<file path="src/rtl/plt_pkg.sv">
`timescale 1ns / 1ps
// Shared types and constants for the piecewise-linear breakpoint table.
// No dependencies; used by the cells and the top level.
package plt_pkg;

  // Fixed result field widths
  localparam int IDX_OUT_W = 6;
  localparam int CNT_OUT_W = 7;
  // Wide enough for any table depth in the supported range
  localparam int AT_W      = 10;

  typedef enum logic [1:0] {
    CMD_INSERT = 2'd0,
    CMD_REMOVE = 2'd1,
    CMD_CLEAR  = 2'd2,
    CMD_EVAL   = 2'd3
  } cmd_e;

  typedef enum logic [1:0] {
    ST_OK        = 2'd0,
    ST_NOT_FOUND = 2'd1,
    ST_FULL      = 2'd2,
    ST_EMPTY     = 2'd3
  } status_e;

  typedef enum logic [1:0] {
    CELL_HOLD  = 2'd0,
    CELL_WRITE = 2'd1,
    CELL_INS   = 2'd2,
    CELL_DEL   = 2'd3
  } cell_op_e;

  // Broadcast control for the cell chain
  typedef struct packed {
    cell_op_e         op;
    logic [AT_W-1:0]  at;
  } cell_ctl_t;

endpackage

</file>
<file path="src/rtl/plt_cell.sv">
`timescale 1ns / 1ps
// One breakpoint cell of the table chain: holds a position and a level and
// takes its neighbor's entry on insert or remove. Depends on plt_pkg.
module plt_cell import plt_pkg::*; #(
  parameter int IDX = 0,
  parameter int PW  = 16,
  parameter int LW  = 16
) (
  input  logic                 clk_i,
  input  cell_ctl_t            ctl_i,
  input  logic signed [PW-1:0] new_pos_i,
  input  logic signed [LW-1:0] new_lvl_i,
  input  logic signed [PW-1:0] left_pos_i,
  input  logic signed [LW-1:0] left_lvl_i,
  input  logic signed [PW-1:0] right_pos_i,
  input  logic signed [LW-1:0] right_lvl_i,
  output logic signed [PW-1:0] pos_o,
  output logic signed [LW-1:0] lvl_o
);

  localparam logic [AT_W-1:0] MY_IDX = AT_W'(IDX);

  logic signed [PW-1:0] pos_q, pos_d;
  logic signed [LW-1:0] lvl_q, lvl_d;
  logic                 at_me, above;

  assign at_me = (ctl_i.at == MY_IDX);
  assign above = (MY_IDX > ctl_i.at);

  // Select new entry, neighbor entry or hold
  always_comb begin
    pos_d = pos_q;
    lvl_d = lvl_q;
    case (ctl_i.op)
      CELL_WRITE: begin
        if (at_me) begin
          lvl_d = new_lvl_i;
        end
      end
      CELL_INS: begin
        if (at_me) begin
          pos_d = new_pos_i;
          lvl_d = new_lvl_i;
        end else if (above) begin
          pos_d = left_pos_i;
          lvl_d = left_lvl_i;
        end
      end
      CELL_DEL: begin
        if (at_me || above) begin
          pos_d = right_pos_i;
          lvl_d = right_lvl_i;
        end
      end
      default: ;
    endcase
  end

  always_ff @(posedge clk_i) begin
    pos_q <= pos_d;
    lvl_q <= lvl_d;
  end

  assign pos_o = pos_q;
  assign lvl_o = lvl_q;

endmodule

</file>
<file path="config.mk">
export PLATFORM = sky130hd
export DESIGN_NAME = plt_cell
export DESIGN_NICKNAME = d
export VERILOG_FILES = /design/src/rtl/plt_pkg.sv /design/src/rtl/plt_cell.sv
export SDC_FILE = /design/constraint.sdc
export NUM_CORES = 1
export LEC_CHECK = 0
export ABC_AREA = 1
export BUFFER_PORTS_ARGS = -buffer_cell sky130_fd_sc_hd__buf_4
export CAP_MARGIN = 15
export CORE_UTILIZATION = 43
export CTS_BUF_LIST = sky130_fd_sc_hd__clkbuf_16
export DETAILED_ROUTE_END_ITERATION = 8
export PLACE_DENSITY_LB_ADDON = 0.08
export SLEW_MARGIN = 20
export SYNTH_ARGS = -nofsm -noshare
export SYNTH_HDL_FRONTEND = slang
export SYNTH_SLANG_ARGS = --single-unit
export TNS_END_PERCENT = 20
</file>
<file path="constraint.sdc">
create_clock -name clk_i -period 2.6 [get_ports clk_i]
set_clock_uncertainty 0.15 [all_clocks]
set_input_delay 0.52 -clock clk_i [delete_from_list [all_inputs] [get_ports clk_i]]
set_output_delay 0.52 -clock clk_i [all_outputs]
set_load 0.02 [all_outputs]
</file>
==> results.md <==
- Worst vdd ir: 0.0002373 V
- Reg clk slew, reported paths: 0.05 ns
- Antenna violation net count after detailed routing: 0
- Ys flop type: edfxtp_1
- Path type of the worst setup path: input port to register
- FFs w/ async S/R, synth: 0
- Crit path max fanout: 32
- Root Driver: clkbuf_16
- CP required: 2.60 ns
- Post-synthesis sequential area ratio: 0.4339
- Final WS setup: 0.7398 ns
- Final Max Slew Viols: 0
- CORE AREA: 4848 um^2
- Port buffer count: 140
- Worst setup EP type: register
- Slowest-stage cell, CP: inv_2
- Die width: 73.77 um
- Total gr overflow: 0
- Synth unique cells: 18
- Post-Synthesis Cells: 294
- Netlist Area Pre-Place: 2215 um^2
- Via count: 2,431
- CTS Hold Bufs: 0
- Layout Nets: 540
- Worst hold margin: 0.3688 ns
- Hold Fails Final Rpt: 0
- Drt first-iter violations: 213
- Worst Hold Class: input port to register
- CTS buffer count: 5
- Slew @ Worst Pin: 0.5662 ns
- Pre-CTS setup slack: 0.4775 ns
- TritonCTS clock tree: built
- First-pass GRT wire length: 10,090 um
- Worst-path cell chain: buf_4 -> nand2_2 -> inv_2 -> nand2_1 -> o21ai_0 -> inv_1 -> nand2_1
- Antenna violations before repair: 0
- Clk buf depth: 2
- Vias in the first global route: 2,303
- Max-Cap Viols: 0
- Initial core utilization: 0.4568
- Status: completed
- P_leak: 1.618 nW
- # Post-CTS Setup Buffers: 0
- Post-route setup TNS: 0 ns
- Post-Syn Nets: 403
- FF+latch area: 960.9 um^2
- Tmin final: 1.860 ns
- Number of enable flip-flop cells after synthesis: 32
- Die span in y: 73.77 um
- Num rows: 25
- Relative slew slack: 0.6220
- Post-Syn Area per Cell: 7.533 um^2
- F_max: 537.6 MHz
- Clock Sink Count: 32
- H-Tree Depth: 2
- Top cell by count, worst path: nand2_1
- Final WL: 6544 um
- Final setup violation count: 0
- IO Count: 141
- Pwr dens: 394.9 nW/um^2
- Worst EP arrival: 1.86 ns
- GRT Total Usage: 0.2467
- RSZ-0062 raised after global routing: no
- Synthesis warning total: 0
- Via density: 4.901
- Synthesized flop and latch total: 32
- Post-cts repair resize count: 0
- Finished Core Util: 0.7099
- Wire per inst: 13.19 um
- Drt first pass iters: 4
- Fin crit share: 0.7155
- Largest net degree at the start of global routing: 33
- Fill count: 412
- DRC Markers: 0
- Die area: 5441 um^2
- Slowest cell delay on critical path: 0.51 ns
- Crit path launch type: input port
- Hpwl dp: 4619 um
- Diodes inserted: 0
- Layout cells sized above 1: 0.3893
- Area growth syn-to-layout: 55.42%
- Area taken by multi-input logic gates: 954.7 um^2
- Gp weighted congestion: 0.7533
==> final cells by class <==
cell class,instances,area share
repair buffers,149,0.3250
flip-flops and latches,32,0.2792
multi-input cells,190,0.2774
inverters,53,0.05780
clock buffers,5,0.03635
well taps,67,0.02435
==> critical path, delay by kind of cell <==
kind	cells	cell delay (ns)
buffers and inverters	3	0.79
and+or+nand+nor	3	0.42
AOI/OAI and AO/OA	1	0.12
==> stage by stage <==
step,cell area (um^2),std cells,total power [mW]
after global placement,3317,491,0.8359
after floorplan,2215,294,0.6971
after CTS,3442,496,1.363
after global routing,3442,496,1.417
final,3442,496,1.359
after detailed placement,3317,491,0.8408
==> state kept, by name, indices dropped and copies added (netlist names) <==
| name | flops |
|---|---|
| lvl_o | 16 |
| pos_o | 16 |
==> cells in the final DEF, fill, tap and decap left out <==
| cell type | instances |
|---|---|
| inv_2 | 8 |
| nand3_1 | 65 |
| nor2_4 | 1 |
| edfxtp_1 | 32 |
| clkbuf_16 | 5 |
| nor2_2 | 2 |
| nand2_1 | 67 |
| a21oi_2 | 1 |
| o21ai_0 | 14 |
| o21bai_1 | 32 |
| inv_1 | 36 |
| nor2_1 | 5 |
| o21ai_1 | 2 |
| buf_4 | 149 |
| nand2_2 | 1 |
| clkinv_1 | 9 |
==> final timing paths <==
check	startpoint	to	slack (ns)	depth (start not counted)
hold / removal	right_pos_i[5]	pos_o[5]	0.37	3
setup / recovery	ctl_i[11]	lvl_o[6]	0.74	7
==> routing by layer <==
metal,vias to the layer above,GRT usage,share of wire
met2,119,0.4485,0.51
met5,-,0,0
met1,1073,0.2653,0.37
met4,0,0.08547,0.015
met3,10,0.08230,0.10
li1,1229,-,-
==> power by group <==
part / internal [mW] / switching, mW
Sequential: 0.575 / 0.000100
Clock: 0.337 / 0.190
Combinational: 0.151 / 0.107
Total: 1.06 / 0.297
==> Yosys cell counts (4+ instances only) <==
cell | instances | area share
inv_1 | 36 | 0.061
o21ai_0 | 14 | 0.032
clkbuf_1 | 4 | 0.0068
buf_2 | 8 | 0.018
buf_4 | 6 | 0.020
nor2_1 | 5 | 0.0085
nand2_1 | 67 | 0.11
o21bai_1 | 32 | 0.11
inv_2 | 8 | 0.014
edfxtp_1 | 32 | 0.43
clkinv_1 | 9 | 0.015
nand3_1 | 65 | 0.15
==> cells by family (layout without fill, tap and decap cells) <==
group | count (synthesis) | in the layout | synth area share
compound gates | 49 | 49 | 0.1469
simple gates | 141 | 141 | 0.2825
flops | 32 | 32 | 0.4339
buf+inv | 72 | 207 | 0.1367
Power figures use the tool's default switching activity.
