`config.mk`:
```
export PLATFORM = sky130hd
export DESIGN_NAME = plt_div
export DESIGN_NICKNAME = d
export VERILOG_FILES = /design/src/rtl/plt_div.sv
export SDC_FILE = /design/constraint.sdc
export NUM_CORES = 1
export LEC_CHECK = 0
export BUFFER_PORTS_ARGS = -buffer_cell sky130_fd_sc_hd__buf_4
export CORE_ASPECT_RATIO = 0.9
export CORE_MARGIN = 10
export CORE_UTILIZATION = 50
export CTS_CLUSTER_DIAMETER = 60
export CTS_CLUSTER_SIZE = 20
export DETAILED_ROUTE_END_ITERATION = 16
export GPL_ROUTABILITY_DRIVEN = 0
export HOLD_SLACK_MARGIN = 0.02
export MAX_ROUTING_LAYER = met4
export PLACE_DENSITY = 0.74
export SLEW_MARGIN = 25
export SYNTH_ARGS = -nofsm -noshare
export SYNTH_HDL_FRONTEND = slang
export SYNTH_SLANG_ARGS = --single-unit
```
`constraint.sdc`:
```
create_clock -name clk_i -period 5.8 [get_ports clk_i]
set_input_delay 0.58 -clock clk_i [delete_from_list [all_inputs] [get_ports clk_i]]
set_output_delay 0.58 -clock clk_i [all_outputs]
set_load 0.05 [all_outputs]
```
`src/rtl/plt_div.sv`:
```
`timescale 1ns / 1ps
// Restoring divider, one quotient bit per cycle, for the interpolation step.
// Depends on nothing; quotient valid with the done pulse.
module plt_div #(
  parameter int NW = 32,
  parameter int DW = 16
) (
  input  logic          clk_i,
  input  logic          rst_ni,
  input  logic          start_i,
  input  logic [NW-1:0] dividend_i,
  input  logic [DW-1:0] divisor_i,
  output logic [NW-1:0] quot_o,
  output logic          done_o
);

  localparam int CNTW = $clog2(NW + 1);

  logic [NW-1:0]   quo_q;
  logic [DW-1:0]   rem_q;
  logic [DW-1:0]   div_q;
  logic [CNTW-1:0] cnt_q;
  logic            busy_q, done_q;
  logic [DW:0]     trial;
  logic            fits;

  assign trial = {rem_q, quo_q[NW-1]};
  assign fits  = (trial >= {1'b0, div_q});

  // One shift-subtract step per cycle
  always_ff @(posedge clk_i or negedge rst_ni) begin
    if (!rst_ni) begin
      busy_q <= 1'b0;
      done_q <= 1'b0;
      cnt_q  <= '0;
    end else begin
      done_q <= 1'b0;
      if (start_i) begin
        busy_q <= 1'b1;
        cnt_q  <= CNTW'(NW);
        quo_q  <= dividend_i;
        rem_q  <= '0;
        div_q  <= divisor_i;
      end else if (busy_q) begin
        quo_q <= {quo_q[NW-2:0], fits};
        rem_q <= fits ? DW'(trial - {1'b0, div_q}) : trial[DW-1:0];
        cnt_q <= cnt_q - 1'b1;
        if (cnt_q == CNTW'(1)) begin
          busy_q <= 1'b0;
          done_q <= 1'b1;
        end
      end
    end
  end

  assign quot_o = quo_q;
  assign done_o = done_q;

endmodule

```
==> results.py <==
metrics = {
    "cells_and_area": {
        "multiInputGateArea_sq_um": 1730,
        "stdcell_area_sq_um": 4880,
        "nFillCells": 639,
        "seqCellArea_sq_um": 2120,
        "layout_commonest_cell": "buf_4",
        "drive_above_1_share": 0.354,
        "layout.nets": 483,
        "instances_no_fill": 514,
        "areaGrowthSynthToFinish_pct": 22.2,
        "antenna_cells": 0,
        "final_cell_mix": "buf_4 (84), edfxtp_1 (64), mux2_2 (32), nor2_1 (32)",
    },
    "global_routing": {
        "grt_pass1_wl_um": 14800,
        "grt_usage": 0.156,
        "grt_max_degree": 57,
        "first_global_vias": 3043,
        "gr-total-overflow": 0,
        "antenna_found_initial": 0,
    },
    "route": {
        "vias": 2846,
        "drc_errors": 0,
        "drt_iter0_markers": 151,
        "via_per_inst": 5.54,
        "dr.pass1.iters": 4,
        "ant_nets": 0,
        "route.detailed.wl_per_inst_um": 17.5,
        "routed_wl_um": 8980,
    },
    "synth": {
        "ys_seq_area_frac": 0.531,
        "synth-xor-area-share": 0.0329,
        "synth-compound-area-share": 0.114,
        "ys_warn_count": 0,
        "synth_area_sq_um": 4000,
        "syn_inst": 330,
        "synth_fp_nets": 400,
        "yosys.area_share.simple": 0.109,
        "synth_edf_count": 64,
        "synthAdderAreaFrac": 0.0614,
        "ys.flop_type": "edfxtp_1",
        "avgSynthCellArea_sq_um": 12.1,
        "synth_top_family_by_area": "multiplexers",
        "synthArstFlopShare": 0.111,
        "synth.area.mux_share": 0.115,
        "synth_cell_types": 52,
        "synth_seq_cells": 72,
    },
    "floorplan": {
        "num_rows": 30,
        "dieArea_sq_um": 12000,
        "die_w_um": 114,
        "start_util": 0.522,
        "coreArea_sq_um": 7660,
        "io-pin-count": 84,
        "die_h_um": 105,
    },
    "clock_network": {
        "htree_levels": 3,
        "post-cts-setup-buffers": 0,
        "cts_max_path_buffers": 2,
        "cts_root_buffer": "clkbuf_8",
        "cts_buffers": 9,
        "ctsResizeCount": 0,
        "clk_latency_ns": 0.35,
        "clk_pin_slew_worst_paths_ns": 0.07,
        "cts_tree": "done",
        "ctsHoldBuffers": 0,
        "cts_num_sinks": 72,
    },
    "status": {
        "status": "finished clean",
    },
    "power": {
        "p_sw_frac": 0.345,
        "ir_drop_mv": 0.210,
        "power.internal_mw": 1.13,
        "p_comb_frac": 0.359,
        "power_density_nw_per_um2": 354,
        "p_sw_mw": 0.597,
        "p_seq_frac": 0.413,
        "p_clk_frac": 0.228,
        "cellLeakagePower_nw": 2.04,
    },
    "worst_setup_path": {
        "endpoint_kind": "flip-flop",
        "crit_fanout": 21,
        "start_kind": "flip-flop",
        "arrival_ns": 3.05,
        "rr_worst_depth": 7,
        "reg2reg_slack_ns": 2.94,
        "worstPathRequired_ns": 5.99,
        "r2r_end": "rem_q[1]",
        "crit_type": "flip-flop to flip-flop",
        "r2r-start": "rem_q[9]",
    },
    "sta": {
        "relSlewSlack": 0.458,
        "maxSlewViolCount": 0,
        "finalSetupViolCount": 0,
        "fmax_mhz": 350,
        "layout_min_cycle_time_ns": 2.86,
        "finalCritPeriodShare": 0.493,
        "worst-slew-pin-transition_ns": 0.813,
        "hold_violations": 0,
        "hold_slack_ns": 0.144,
        "rsz0062_at_grt": "false",
        "fin_skew_ns": 0.0101,
        "fin_setup_tns_ns": 0,
    },
    "run": {
        "max_cap_viol_count": 0,
    },
    "min_path": {
        "worstHoldPathType": "primary input to async pin",
    },
    "placed_design": {
        "hpwlAfterDp_um": 6570,
        "placedCellCount": 498,
        "placed_area_sq_um": 4690,
        "numPortBuffers": 83,
    },
}
-- power groups by stage --
stage | registers (mW) | clock network (mW) | logic [mW]
2_1_floorplan | 0.781 | 0 | 0.425
3_3_place_gp | 0.722 | 0 | 0.608
3_5_place_dp | 0.725 | 0 | 0.622
4_1_cts | 0.715 | 0.410 | 0.624
5_1_grt | 0.727 | 0.427 | 0.678
6_report | 0.715 | 0.395 | 0.621
-- how the worst max path moves through the flow --
stage	start	endpoint	slack, ns	cells after the start
floorplan	start_i	quot_o[0]	2.96	3
global placement	rem_q[9]	rem_q[0]	3.04	7
finish	rem_q[9]	rem_q[1]	2.94	7
detailed placement	rem_q[9]	rem_q[0]	2.95	7
global route	rem_q[9]	rem_q[0]	2.80	7
CTS	rem_q[9]	rem_q[0]	2.93	7
-- stage by stage --
stage               worst slack (ns)   util  total power [mW]
finish                          2.94  0.638              1.73
global route                    2.80  0.638              1.83
CTS                             2.93  0.638              1.75
detailed placement              2.95  0.612              1.35
global placement                3.04  0.612              1.33
floorplan                       2.96      -              1.21
-- metal layers --
metal | track usage | share of wire | up-vias | wire length [um]
met5 | - | 0 | - | 0
met4 | 0.0376 | 0.012 | 0 | 106
met3 | 0.0543 | 0.056 | 11 | 505
met2 | 0.240 | 0.48 | 83 | 4300
met1 | 0.193 | 0.45 | 1370 | 4060
li1 | - | - | 1382 | -
-- area by class of cell --
class,instances,share of cell area
flip-flops and latches,72,0.435
multi-input cells,223,0.354
repair buffers,84,0.129
clock buffers,9,0.0254
well taps,96,0.0246
inverters,23,0.0177
clock inverters,7,0.0146
-- synthesized netlist by cell type (all sizes together) (4+ instances only) --
cell / count / share of area
a211oi: 11 / 0.024
a21o: 5 / 0.0094
a21oi: 12 / 0.015
and3: 4 / 0.0075
buf: 8 / 0.012
clkbuf: 4 / 0.0038
dfrtp: 8 / 0.050
edfxtp: 64 / 0.48
ha: 18 / 0.056
inv: 23 / 0.022
mux2: 34 / 0.098
mux2i: 7 / 0.018
nand2: 23 / 0.022
nand2b: 7 / 0.013
nor2: 32 / 0.030
nor3: 5 / 0.0063
o211ai: 4 / 0.0075
o21ai: 11 / 0.014
xnor2: 12 / 0.026
-- cell families (layout without fill, tap and decap cells) --
family | Yosys count | in the layout
compound gates | 60 | 60
xor+xnor | 15 | 15
simple gates | 88 | 88
buf+inv | 35 | 123
mux | 41 | 41
fa+ha+maj | 19 | 19
flops | 72 | 72
-- sequential cells by signal (all words and copies together), names as in the netlist --
register,count
div_q,16
cnt_q,6
rem_q,16
busy_q,1
quot_o,32
done_o,1
-- worst max-delay path: stages (launching register included) --
cell	delay [ns]
edfxtp_1	0.46
ha_1	0.44
and3_4	0.23
and3_1	0.19
a31oi_2	0.13
a31oi_4	0.67
mux2_4	0.36
a211oi_2	0.21
(Power assumes the default switching activity.)
